`src/sv/bmaf_pkg.sv`:
```
`timescale 1ns / 1ps
// ----------------------------------------------------------------------------
// bmaf_pkg
// Shared types and constants for the bitmap allocator find-free block.
// ----------------------------------------------------------------------------
package bmaf_pkg;

   // Bitmap word geometry
   localparam int WORD_BITS = 32;
   localparam int BIT_W     = $clog2(WORD_BITS);

   // Field widths
   localparam int CMD_W   = 3;
   localparam int IDX_W   = 10;
   localparam int COUNT_W = 11;

   // CSR port
   localparam int CSR_AW = 3;
   localparam int CSR_DW = 32;
   localparam logic [COUNT_W-1:0] BIT_COUNT_RESET = COUNT_W'(1024);
   localparam logic               CSR_REG_BIT_COUNT = 1'b0;

   typedef logic [CMD_W-1:0]     cmd_type;
   typedef logic [IDX_W-1:0]     idx_type;
   typedef logic [COUNT_W-1:0]   count_type;
   typedef logic [WORD_BITS-1:0] word_type;

   // Command codes
   localparam cmd_type CMD_SET       = 3'd0;
   localparam cmd_type CMD_CLEAR     = 3'd1;
   localparam cmd_type CMD_TEST      = 3'd2;
   localparam cmd_type CMD_FIND      = 3'd3;
   localparam cmd_type CMD_CLEAR_ALL = 3'd4;

   // Controller to datapath commands
   typedef struct packed {
      logic accept;    // latch a new transaction
      logic rd_word;   // read the word addressed by bit_index
      logic modify;    // set / clear / test on the read word
      logic find;      // scan words for a free bit
      logic clear;     // zero the word at the sweep pointer
      logic out_load;  // move the result into the output register
   } ctl_type;

   // Datapath to controller status
   typedef struct packed {
      logic hit;        // checked word holds a free valid bit
      logic scan_more;  // scan pointer not yet past the last valid word
      logic pend;       // a scan read is in flight
      logic scan_last;  // sweep pointer at the last word
   } sts_type;

   // Mask of the low n bits of a word
   function automatic word_type low_mask(input logic [BIT_W-1:0] n);
      word_type m;
      m = (word_type'(1) << n) - word_type'(1);
      return m;
   endfunction

endpackage

```
`src/sv/bmaf_ifs.sv`:
```
`timescale 1ns / 1ps
// ----------------------------------------------------------------------------
// bmaf_ifs
// Request and response channel interfaces (valid / ready handshake).
// ----------------------------------------------------------------------------
interface bmaf_req_if;
   logic              valid;
   logic              ready;
   bmaf_pkg::cmd_type command;
   bmaf_pkg::idx_type bit_index;

   modport source (output valid, output command, output bit_index, input ready);
   modport sink   (input valid, input command, input bit_index, output ready);
endinterface

interface bmaf_rsp_if;
   logic              valid;
   logic              ready;
   logic              ok;
   bmaf_pkg::idx_type found_index;

   modport source (output valid, output ok, output found_index, input ready);
   modport sink   (input valid, input ok, input found_index, output ready);
endinterface

```
`src/sv/bmaf_ctrl.sv`:
```
`timescale 1ns / 1ps
// ----------------------------------------------------------------------------
// bmaf_ctrl
// Sequencer: accepts a transaction, steps the datapath through the read,
// modify, scan or sweep phases and hands the result to the output register.
// ----------------------------------------------------------------------------
module bmaf_ctrl (
   input  logic              clock,
   input  logic              reset,
   input  logic              req_valid,
   output logic              req_ready,
   input  bmaf_pkg::cmd_type req_command,
   output logic              rsp_valid,
   input  logic              rsp_ready,
   input  bmaf_pkg::sts_type sts,
   output bmaf_pkg::ctl_type ctl
);

   localparam logic [2:0] ST_INIT  = 3'd0;
   localparam logic [2:0] ST_IDLE  = 3'd1;
   localparam logic [2:0] ST_RD    = 3'd2;
   localparam logic [2:0] ST_MOD   = 3'd3;
   localparam logic [2:0] ST_FIND  = 3'd4;
   localparam logic [2:0] ST_SWEEP = 3'd5;
   localparam logic [2:0] ST_OUT   = 3'd6;

   logic [2:0] state_ff, state_in;
   logic       rsp_valid_ff, rsp_valid_in;
   logic       out_free;

   assign out_free  = !rsp_valid_ff || rsp_ready;
   assign rsp_valid = rsp_valid_ff;
   assign req_ready = (state_ff == ST_IDLE);

   // Next state and datapath commands
   always_comb begin
      state_in = state_ff;
      ctl      = '0;
      unique case (state_ff)
         ST_INIT: begin
            ctl.clear = 1'b1;
            if (sts.scan_last) begin
               state_in = ST_IDLE;
            end
         end
         ST_IDLE: begin
            if (req_valid) begin
               ctl.accept = 1'b1;
               unique case (req_command)
                  bmaf_pkg::CMD_SET,
                  bmaf_pkg::CMD_CLEAR,
                  bmaf_pkg::CMD_TEST:      state_in = ST_RD;
                  bmaf_pkg::CMD_FIND:      state_in = ST_FIND;
                  bmaf_pkg::CMD_CLEAR_ALL: state_in = ST_SWEEP;
                  default:                 state_in = ST_OUT;
               endcase
            end
         end
         ST_RD: begin
            ctl.rd_word = 1'b1;
            state_in    = ST_MOD;
         end
         ST_MOD: begin
            ctl.modify = 1'b1;
            state_in   = ST_OUT;
         end
         ST_FIND: begin
            ctl.find = 1'b1;
            if (sts.hit || (!sts.scan_more && !sts.pend)) begin
               state_in = ST_OUT;
            end
         end
         ST_SWEEP: begin
            ctl.clear = 1'b1;
            if (sts.scan_last) begin
               state_in = ST_OUT;
            end
         end
         ST_OUT: begin
            if (out_free) begin
               ctl.out_load = 1'b1;
               state_in     = ST_IDLE;
            end
         end
         default: begin
            state_in = ST_IDLE;
         end
      endcase
   end

   // Output valid: set on load, dropped when taken
   always_comb begin
      priority if (ctl.out_load) begin
         rsp_valid_in = 1'b1;
      end else if (rsp_ready) begin
         rsp_valid_in = 1'b0;
      end else begin
         rsp_valid_in = rsp_valid_ff;
      end
   end

   always_ff @(posedge clock) begin
      if (reset) begin
         state_ff     <= ST_INIT;
         rsp_valid_ff <= 1'b0;
      end else begin
         state_ff     <= state_in;
         rsp_valid_ff <= rsp_valid_in;
      end
   end

endmodule

```
`src/sv/bmaf_dpath.sv`:
```
`timescale 1ns / 1ps
// ----------------------------------------------------------------------------
// bmaf_dpath
// Bitmap word memory, hint and scan pointer, bit update logic, free-bit
// search on one word per cycle, and result / output registers.
// ----------------------------------------------------------------------------
module bmaf_dpath #(
   parameter int MAX_BITS = 1024
) (
   input  logic                clock,
   input  logic                reset,
   input  bmaf_pkg::ctl_type   ctl,
   output bmaf_pkg::sts_type   sts,
   input  bmaf_pkg::cmd_type   req_command,
   input  bmaf_pkg::idx_type   req_bit_index,
   input  bmaf_pkg::count_type bit_count,
   output logic                rsp_ok,
   output bmaf_pkg::idx_type   rsp_found_index
);

   localparam int WB     = bmaf_pkg::WORD_BITS;
   localparam int BW     = bmaf_pkg::BIT_W;
   localparam int IW     = bmaf_pkg::IDX_W;
   localparam int NWORDS = MAX_BITS / WB;
   localparam int WAW    = (NWORDS > 1) ? $clog2(NWORDS) : 1;
   localparam int MB_W   = $clog2(MAX_BITS + 1);
   localparam int CNT_W  = (MB_W > bmaf_pkg::COUNT_W) ? MB_W : bmaf_pkg::COUNT_W;

   typedef logic [WAW-1:0] waddr_type;
   typedef logic [WAW:0]   wcount_type;
   typedef logic [CNT_W-1:0] cnt_type;

   // Bitmap storage
   bmaf_pkg::word_type mem [NWORDS];

   bmaf_pkg::cmd_type  cmd_ff;
   bmaf_pkg::idx_type  idx_ff;
   waddr_type          hint_ff, hint_in;
   wcount_type         scan_ff, scan_in;
   waddr_type          chk_word_ff;
   logic               pend_ff;
   bmaf_pkg::word_type rdata_ff;
   logic               res_ok_ff, res_ok_in;
   bmaf_pkg::idx_type  res_idx_ff, res_idx_in;
   logic               out_ok_ff;
   bmaf_pkg::idx_type  out_idx_ff;

   cnt_type            eff_cnt;
   cnt_type            cnt_ext;
   cnt_type            full_words;
   wcount_type         len_words;
   logic               in_range;
   waddr_type          idx_word;
   bmaf_pkg::word_type bit_mask;
   bmaf_pkg::word_type valid_mask;
   bmaf_pkg::word_type free_bits;
   logic [BW-1:0]      free_pos;
   logic               scan_more;
   logic               hit;
   logic               rd_en;
   waddr_type          rd_addr;
   logic               wr_en;
   waddr_type          wr_addr;
   bmaf_pkg::word_type wr_data;
   logic               is_set;
   logic               is_clear;

   // Lowest set bit of a word
   function automatic logic [BW-1:0] first_one(input bmaf_pkg::word_type w);
      logic [BW-1:0] pos;
      pos = '0;
      for (int i = WB - 1; i >= 0; i--) begin
         if (w[i]) begin
            pos = BW'(i);
         end
      end
      return pos;
   endfunction

   // Effective count and number of valid words
   assign cnt_ext    = CNT_W'(bit_count);
   assign eff_cnt    = (cnt_ext > CNT_W'(MAX_BITS)) ? CNT_W'(MAX_BITS) : cnt_ext;
   assign full_words = eff_cnt >> BW;
   assign len_words  = (WAW + 1)'((eff_cnt + CNT_W'(WB - 1)) >> BW);

   // Single-bit access decode
   assign in_range = CNT_W'(idx_ff) < eff_cnt;
   assign idx_word = WAW'(idx_ff[IW-1:BW]);
   assign bit_mask = bmaf_pkg::word_type'(1) << idx_ff[BW-1:0];
   assign is_set   = (cmd_ff == bmaf_pkg::CMD_SET);
   assign is_clear = (cmd_ff == bmaf_pkg::CMD_CLEAR);

   // Scan check on the word read last cycle
   assign valid_mask = (CNT_W'(chk_word_ff) < full_words) ? '1
                                                          : bmaf_pkg::low_mask(eff_cnt[BW-1:0]);
   assign free_bits  = ~rdata_ff & valid_mask;
   assign free_pos   = first_one(free_bits);
   assign hit        = pend_ff && (free_bits != '0);
   assign scan_more  = scan_ff < len_words;

   assign sts.hit       = hit;
   assign sts.scan_more = scan_more;
   assign sts.pend      = pend_ff;
   assign sts.scan_last = (scan_ff == wcount_type'(NWORDS - 1));

   // Memory port control
   assign rd_en   = ctl.rd_word || (ctl.find && scan_more);
   assign rd_addr = ctl.find ? scan_ff[WAW-1:0] : idx_word;
   assign wr_en   = ctl.clear || (ctl.modify && in_range && (is_set || is_clear));
   assign wr_addr = ctl.clear ? scan_ff[WAW-1:0] : idx_word;
   assign wr_data = ctl.clear ? '0 : (is_set ? (rdata_ff | bit_mask) : (rdata_ff & ~bit_mask));

   always_ff @(posedge clock) begin
      if (wr_en) begin
         mem[wr_addr] <= wr_data;
      end
      if (rd_en) begin
         rdata_ff <= mem[rd_addr];
      end
   end

   // Hint and scan / sweep pointer
   always_comb begin
      hint_in = hint_ff;
      scan_in = scan_ff;
      priority if (ctl.accept) begin
         if (req_command == bmaf_pkg::CMD_CLEAR_ALL) begin
            hint_in = '0;
            scan_in = '0;
         end else begin
            scan_in = wcount_type'(hint_ff);
         end
      end else if (ctl.clear) begin
         scan_in = scan_ff + wcount_type'(1);
      end else if (ctl.find) begin
         if (scan_more) begin
            scan_in = scan_ff + wcount_type'(1);
         end
         if (hit) begin
            hint_in = chk_word_ff;
         end
      end else if (ctl.modify) begin
         if (is_clear && in_range) begin
            hint_in = '0;
         end
      end else begin
         hint_in = hint_ff;
      end
   end

   // Pending result
   always_comb begin
      res_ok_in  = res_ok_ff;
      res_idx_in = res_idx_ff;
      priority if (ctl.accept) begin
         res_ok_in  = (req_command == bmaf_pkg::CMD_CLEAR_ALL);
         res_idx_in = '0;
      end else if (ctl.modify) begin
         res_ok_in = in_range && (is_set || is_clear || ((rdata_ff & bit_mask) != '0));
      end else if (ctl.find && hit) begin
         res_ok_in  = 1'b1;
         res_idx_in = IW'({chk_word_ff, free_pos});
      end else begin
         res_ok_in = res_ok_ff;
      end
   end

   // Control registers
   always_ff @(posedge clock) begin
      if (reset) begin
         hint_ff <= '0;
         scan_ff <= '0;
         pend_ff <= 1'b0;
      end else begin
         hint_ff <= hint_in;
         scan_ff <= scan_in;
         pend_ff <= ctl.find && scan_more;
      end
   end

   // Payload registers
   always_ff @(posedge clock) begin
      if (ctl.accept) begin
         cmd_ff <= req_command;
         idx_ff <= req_bit_index;
      end
      chk_word_ff <= scan_ff[WAW-1:0];
      res_ok_ff   <= res_ok_in;
      res_idx_ff  <= res_idx_in;
      if (ctl.out_load) begin
         out_ok_ff  <= res_ok_ff;
         out_idx_ff <= res_idx_ff;
      end
   end

   assign rsp_ok          = out_ok_ff;
   assign rsp_found_index = out_idx_ff;

endmodule

```
`src/sv/bitmap_allocator_find_free_unit.sv`:
```
`timescale 1ns / 1ps
// ----------------------------------------------------------------------------
// bitmap_allocator_find_free_unit
// Bitmap allocator with a word hint: set, clear, test, find first free, clear all.
// Set / clear / test read the addressed word and then modify it, an undefined
// command goes straight to the output, find reads one word per cycle from the hint
// and clear all zeroes one word per cycle. One transaction at a time: the next
// request is taken the cycle after the result loads. Synchronous reset, then a
// sweep zeroes all NWORDS (32 here) words of the memory.
// ----------------------------------------------------------------------------
module bitmap_allocator_find_free_unit #(
   parameter int MAX_BITS = 1024
) (
   input  logic                        clock,
   input  logic                        reset,
   bmaf_req_if.sink                    req_ch,
   bmaf_rsp_if.source                  rsp_ch,
   input  logic                        csr_psel,
   input  logic                        csr_penable,
   input  logic                        csr_pwrite,
   input  logic [bmaf_pkg::CSR_AW-1:0] csr_paddr,
   input  logic [bmaf_pkg::CSR_DW-1:0] csr_pwdata,
   output logic [bmaf_pkg::CSR_DW-1:0] csr_prdata,
   output logic                        csr_pready
);

   bmaf_pkg::count_type bit_count_ff;
   bmaf_pkg::ctl_type   ctl;
   bmaf_pkg::sts_type   sts;
   logic                csr_wr;
   logic                csr_sel_count;

   // CSR access
   assign csr_pready    = 1'b1;
   assign csr_sel_count = (csr_paddr[2] == bmaf_pkg::CSR_REG_BIT_COUNT);
   assign csr_wr        = csr_psel && csr_penable && csr_pwrite && csr_pready;
   assign csr_prdata    = csr_sel_count ? bmaf_pkg::CSR_DW'(bit_count_ff) : '0;

   always_ff @(posedge clock) begin
      if (reset) begin
         bit_count_ff <= bmaf_pkg::BIT_COUNT_RESET;
      end else if (csr_wr && csr_sel_count) begin
         bit_count_ff <= csr_pwdata[bmaf_pkg::COUNT_W-1:0];
      end
   end

   // Sequencer
   bmaf_ctrl u_ctrl (
      .clock       (clock),
      .reset       (reset),
      .req_valid   (req_ch.valid),
      .req_ready   (req_ch.ready),
      .req_command (req_ch.command),
      .rsp_valid   (rsp_ch.valid),
      .rsp_ready   (rsp_ch.ready),
      .sts         (sts),
      .ctl         (ctl)
   );

   // Datapath
   bmaf_dpath #(
      .MAX_BITS (MAX_BITS)
   ) u_dpath (
      .clock           (clock),
      .reset           (reset),
      .ctl             (ctl),
      .sts             (sts),
      .req_command     (req_ch.command),
      .req_bit_index   (req_ch.bit_index),
      .bit_count       (bit_count_ff),
      .rsp_ok          (rsp_ch.ok),
      .rsp_found_index (rsp_ch.found_index)
   );

endmodule
```
`src/flat_wrapper.sv`:
```
// flat-port wrapper written by rule: the top's interface ports become plain ports
module bitmap_allocator_find_free_unit_flat 
#(
   parameter int MAX_BITS = 1024
)
  (clock, reset, csr_psel, csr_penable, csr_pwrite, csr_paddr, csr_pwdata, csr_prdata, csr_pready, req_ch_valid, req_ch_command, req_ch_bit_index, req_ch_ready, rsp_ch_valid, rsp_ch_ok, rsp_ch_found_index, rsp_ch_ready);
  bmaf_req_if req_ch_i ();
  bmaf_rsp_if rsp_ch_i ();
  input  logic clock;
  input  logic reset;
  input  logic csr_psel;
  input  logic csr_penable;
  input  logic csr_pwrite;
  input  logic [bmaf_pkg::CSR_AW-1:0] csr_paddr;
  input  logic [bmaf_pkg::CSR_DW-1:0] csr_pwdata;
  output logic [bmaf_pkg::CSR_DW-1:0] csr_prdata;
  output logic csr_pready;
  input wire logic [$bits(req_ch_i.valid)-1:0] req_ch_valid;
  input wire logic [$bits(req_ch_i.command)-1:0] req_ch_command;
  input wire logic [$bits(req_ch_i.bit_index)-1:0] req_ch_bit_index;
  output wire logic [$bits(req_ch_i.ready)-1:0] req_ch_ready;
  output wire logic [$bits(rsp_ch_i.valid)-1:0] rsp_ch_valid;
  output wire logic [$bits(rsp_ch_i.ok)-1:0] rsp_ch_ok;
  output wire logic [$bits(rsp_ch_i.found_index)-1:0] rsp_ch_found_index;
  input wire logic [$bits(rsp_ch_i.ready)-1:0] rsp_ch_ready;
  assign req_ch_i.valid = req_ch_valid;
  assign req_ch_i.command = req_ch_command;
  assign req_ch_i.bit_index = req_ch_bit_index;
  assign req_ch_ready = req_ch_i.ready;
  assign rsp_ch_valid = rsp_ch_i.valid;
  assign rsp_ch_ok = rsp_ch_i.ok;
  assign rsp_ch_found_index = rsp_ch_i.found_index;
  assign rsp_ch_i.ready = rsp_ch_ready;
  bitmap_allocator_find_free_unit #(.MAX_BITS(MAX_BITS)) u_core (.clock(clock), .reset(reset), .req_ch(req_ch_i), .rsp_ch(rsp_ch_i), .csr_psel(csr_psel), .csr_penable(csr_penable), .csr_pwrite(csr_pwrite), .csr_paddr(csr_paddr), .csr_pwdata(csr_pwdata), .csr_prdata(csr_prdata), .csr_pready(csr_pready));
endmodule
```
`config.mk`:
```
export PLATFORM = sky130hd
export DESIGN_NAME = bitmap_allocator_find_free_unit_flat
export DESIGN_NICKNAME = d
export VERILOG_FILES = /design/src/sv/bmaf_pkg.sv /design/src/sv/bmaf_ifs.sv /design/src/sv/bmaf_ctrl.sv /design/src/sv/bmaf_dpath.sv /design/src/sv/bitmap_allocator_find_free_unit.sv /design/src/flat_wrapper.sv
export SDC_FILE = /design/constraint.sdc
export NUM_CORES = 2
export LEC_CHECK = 0
export BUFFER_PORTS_ARGS = -buffer_cell sky130_fd_sc_hd__buf_2
export CAP_MARGIN = 20
export CORE_MARGIN = 4
export CORE_UTILIZATION = 40
export CTS_CLUSTER_SIZE = 10
export DETAILED_ROUTE_END_ITERATION = 6
export SETUP_SLACK_MARGIN = 0.3
export SYNTH_ARGS = -nofsm -noshare
export SYNTH_HDL_FRONTEND = slang
export SYNTH_HIERARCHICAL = 1
export SYNTH_SLANG_ARGS = --single-unit
```
`constraint.sdc`:
```
create_clock -name clock -period 12.33 [get_ports clock]
set_input_delay 2.466 -clock clock [delete_from_list [all_inputs] [get_ports clock]]
set_output_delay 2.466 -clock clock [all_outputs]
set_load 0.005 [all_outputs]
```
### Word-level counts from Yosys, hierarchy flattened

Memories as Yosys holds them, arrays and structs flattened. A register that Yosys moved wholly into a read port is not among the register bits.
Index checks and enable logic that the tools add are counted.

| word-level totals | value |
|---|---|
| memory bits (writable) | 1024 |
| bits in registers | 67 |
| output and inout bits | 46 |
| logic and storage cells | 161 |
| memories | 1 |

Memory list:

| name | words | bits a word | read ports | clocked after Yosys merged registers in | write ports | line | text |
|---|---|---|---|---|---|---|---|
| u_core.u_dpath.mem | 32 | 32 | 1 | 1 | 1 | bmaf_dpath.sv:34 | `bmaf_pkg::word_type mem [NWORDS];` |

| operators by class | value |
|---|---|
| bitwise operators | 8 |
| muxes and demuxes | 73 |
| $add $sub $neg | 3 |
| order comparisons | 4 |
| shifts and indexed selects | 2 |
| eq/ne operators | 20 |
| reductions and logical operators | 37 |

Operator list:

| cell | count |
|---|---|
| 5-bit two-way mux | 42 |
| 32-bit AND | 3 |
| 32-bit two-way mux | 3 |
| 32-bit inverter | 2 |
| 32-bit nonzero test | 2 |
| 1-bit by 5-bit left shift with 32-bit output (first input constant) | 2 |
| 32-bit OR | 1 |
| 32-bit by 1-bit subtractor with 32-bit output (second input constant) | 1 |
| 6-bit two-way mux | 4 |
| 11-bit two-way mux | 2 |
| 3-bit one-hot mux with 7 select lines | 1 |
| 1-bit two-way mux | 15 |
| 3-bit two-way mux | 5 |
| 3-bit nonzero test | 5 |
| 3-bit by 2-bit equality test with 1-bit output (second input constant) | 4 |
| 3-bit equality test (second input constant) | 4 |
| 11-bit by 5-bit adder with 11-bit output (second input constant) | 1 |
| 11-bit > comparator (second input constant) | 1 |
| 1-bit logical AND | 11 |
| 10-bit by 11-bit < comparator with 1-bit output | 1 |
| 5-bit AND reduction | 2 |
| 3-bit by 1-bit equality test with 1-bit output (second input constant) | 3 |
| 3-bit zero test | 3 |
| 3-bit one-hot mux with 3 select lines | 1 |
| other kinds (14) | 28 |

### Logic depth before layout (Yosys ltp)

| logic depth | value |
|---|---|
| depth after elaboration | 38 |
| gate-level depth with buffers | 20 |
| gate-level depth less buffers | 13 |

### Cells and area by module

Netlist, hierarchy kept.

By module, submodules not included:

| module | area each (µm²) | cells each | sequential area each (µm²) | instances |
|---|---|---|---|---|
| bmaf_dpath | 45327.2 | 2622 | 33001.7 | 1 |
| bitmap_allocator_find_free_unit | 752.0 | 84 | 220.2 | 1 |
| bmaf_ctrl | 362.8 | 47 | 80.1 | 1 |

### Worst setup path after synthesis

Ideal clock, no wire load.

| timing path | value |
|---|---|
| path kind | input to output |
| from | in csr_paddr[2] (netlist name) |
| to | out csr_prdata[0] (netlist name) |
| path slack | 7.119 ns |
| cell stages on the path | 2 |
| arrival time | 2.745 ns |
| path through | buf_2 nor2b_1 |

| between the ends | value |
|---|---|
| cells in the longest elaborated chain, start to end | 1 |

RTL lines:

| what | line | text |
|---|---|---|
| start: declaration | flat_wrapper.sv:14 | `input logic [bmaf_pkg::CSR_AW-1:0] csr_paddr;` |
| 11-bit two-way mux | bitmap_allocator_find_free_unit.sv:37 | `assign csr_prdata = csr_sel_count ? bmaf_pkg::CSR_DW'(bit_count_ff) : '0;` |
| end: declaration | flat_wrapper.sv:16 | `output logic [bmaf_pkg::CSR_DW-1:0] csr_prdata;` |

No other way between the ends.

### Worst setup path in the final report

| timing path | value |
|---|---|
| from | in csr_paddr[2] (netlist name) |
| to | out csr_prdata[8] (netlist name) |

The elaborated chain is that of the path after synthesis.

==> results.yml <==
status:
  status: "complete, no violations"
sta:
  fin_crit_sh: 0.441
  setup_violations: 0
  tightestPinTransition_ps: 1100
  finClkSkew_ps: 33.2
  maxSlewViolCount: 0
  fin_tns_setup_ps: 0
  post-route-min-period_ps: 5440
  fmax_mhz: 184
  hold_violations: 0
  rsz0062_at_grt: "no"
  slew_headroom: 0.267
worst_setup_path:
  reg2reg_slack_ps: 7080
  setup.worst_path.start: "csr_paddr[2]"
  reg2reg_depth: 11
  cp-endpoint: "csr_prdata[8]"
  worstSetupEndpointType: "output port"
  path_max_fanout: 12
  path_class: "in2out"
  cp.arrival_ps: 2980
  cp-start-kind: "input port"
  reg2reg_from: "u_core/u_ctrl/state_ff[2]"
  worst_ep_required_time_ps: 9860
  r2r-end: "u_core/u_dpath/rdata_ff[15]"
floorplanning:
  core_sq_mm: 0.115
  pin_count: 101
  rows: 124
  die-area_sq_mm: 0.122
  start_util: 0.405
  die_w_um: 349
  die_y_um: 349
clocking:
  cts_resized: 0
  cts_tree: "built"
  ctsHtreeMaxLevel: 4
  cts_buffers: 133
  cts_root_buf: "clkbuf_16"
  clock_path_buffers: 3
  worst_skew_pair.late_latency_ps: 740
  ctsHoldBuffers: 0
  clkSinkCount: 1123
  clk_pin_slew_ps: 50
  post_cts_buffers: 0
global_routing:
  grt_max_degree: 146
  track_usage: 0.200
  grt_remaining_overflow: 0
  antenna_found_initial: 1
  grt_pass1_vias: 26131
  grt_pass1_wl_um: 178000
yosys:
  synth_simple_gate_area_frac: 0.0814
  yosysUniqueCellTypes: 91
  ys_warn_count: 6
  postSynth.asyncResetShare: 0
  synth_edf_count: 1081
  synth_compound_area_frac: 0.0392
  muxShareOfSynthArea: 0.134
  syn_inst: 2753
  synth_top_family_by_area: "multiplexers"
  ys.flop_type: "edfxtp_1"
  synth_area_leader_cell: "edfxtp_1"
  syn_area_per_cell_sq_um: 16.9
  synth_area_sq_mm: 0.0464
  synth_xor_area_frac: 0.00226
  synth.area.top_cells: "edfxtp_1, mux4_2, nand2_1"
  yosysTopAreaCellShare: 0.699
  ys_seq_elements: 1123
  synth-seq-area-share: 0.717
  synth-adder-area-share: 0.00539
power_and_ir_drop:
  power_leakage_nw: 18.5
  irDropWorstVdd_mv: 0.105
  powerDensity_mw_per_mm2: 147
final_layout:
  ff_latch_area_sq_mm: 0.0333
  areaGrowthSynthToFinish_pct: 14.2
  final_common_cell: "edfxtp_1"
  final_util: 0.462
  drive_above_1_share: 0.231
  multiInputGateArea_sq_mm: 0.0127
  finalNonFillerCells: 4424
  nNetsFinal: 2950
  most-common-layout-cells: "edfxtp_1, nand2_1, mux4_2"
  fillers: 9635
place:
  place_inst: 4227
  port_buffers: 55
  gp_congestion: 0.883
  dpl.hpwl_um: 65800
hold_path:
  hold_path.class: "reg2reg"
drt:
  vias: 25808
  drt_first_pass_iters: 6
  drcViolationCount: 0
  wl_per_cell_um: 27.7
  drt-total-wl_um: 123000
  vias_per_cell: 5.83
  drtAntennaViolNets: 0
  drt-initial-drc-count: 2758
job:
  maxCapViolations: 0
[metal layers]
metal,global-route usage,part of all wire,wire length (um)
met5,0,0,0
met4,0.0635,0.028,3420
met3,0.0376,0.076,9370
met2,0.333,0.49,59900
met1,0.268,0.41,49900
[cells by family after synthesis]
kind of cell	count (synthesis)
AO/OA/AOI/OAI	272
XOR/XNOR	12
adder cells (fa/ha/maj)	20
buffers and inverters	216
flip-flops	1123
multiplexers	298
other	2
AND/OR/NAND/NOR	810
[state kept, by name, summed over array words and instances, names as in the netlist, 6 cells and up]
| signal | cells |
|---|---|
| u_core/u_dpath/mem | 1024 |
| u_core/u_dpath/rdata_ff | 32 |
| u_core/bit_count_ff | 11 |
| u_core/u_dpath/idx_ff | 10 |
| u_core/u_dpath/res_idx_ff | 10 |
| u_core/u_dpath/rsp_found_index | 10 |
| u_core/u_dpath/scan_ff | 6 |
[worst max-delay path, stage by stage]
cell     delay [ps]
buf_2           190
and2b_1         200
buf_2           120
[area by class of cell]
class | instances | area share
clock buffers | 154 | 0.0672
clock inverters | 16 | 0.00361
diodes | 2 | 0.0000944
repair buffers | 156 | 0.0243
multi-input cells | 1434 | 0.239
well taps | 1512 | 0.0357
flip-flops and latches | 1123 | 0.628
inverters | 27 | 0.00191
[how the worst min path moves through the flow]
stage / startpoint / to / cells after the start
after floorplan: u_core/u_dpath/scan_ff[3] / u_core/u_dpath/chk_word_ff[3] / 0
after global placement: u_core/u_dpath/res_ok_ff / u_core/u_dpath/rsp_ok / 0
after detailed placement: u_core/u_dpath/res_idx_ff[7] / u_core/u_dpath/rsp_found_index[7] / 0
after CTS: u_core/u_dpath/res_idx_ff[1] / u_core/u_dpath/rsp_found_index[1] / 0
after global routing: u_core/u_dpath/res_idx_ff[9] / u_core/u_dpath/rsp_found_index[9] / 0
final: u_core/u_dpath/res_idx_ff[1] / u_core/u_dpath/rsp_found_index[1] / 0
[synthesized netlist by cell type (11+ instances only)]
cell type  instances
a31oi_1           11
nand2_1          362
nor3_1            19
o21ai_0           79
mux2i_1           34
a21oi_1           59
edfxtp_1        1081
mux4_2           257
dfxtp_1           42
nor2_1            88
nand3_1          200
buf_4             26
inv_1             27
a21o_1            11
nor2b_1           26
ha_1              20
nand2b_1          40
clkbuf_1         109
buf_1             39
[metrics by stage]
stage,total power [W],hold slack [ps],instance area [sq um],setup WS [ps]
6_report,0.00779,431,53000,6890
5_1_grt,0.00804,456,53000,6590
4_1_cts,0.00786,436,52700,6880
3_5_place_dp,0.00438,418,48900,6880
3_3_place_gp,0.00437,412,48800,6900
2_1_floorplan,0.00432,354,46500,7120
[power breakdown]
group          total (W)  leakage, nW  internal [W]  switching [W]
sequential       0.00419         11.7       0.00417      0.0000152
combinational   0.000117         4.91     0.0000349      0.0000817
clock            0.00348         1.84       0.00206        0.00142
Power figures use the tool's default switching activity.
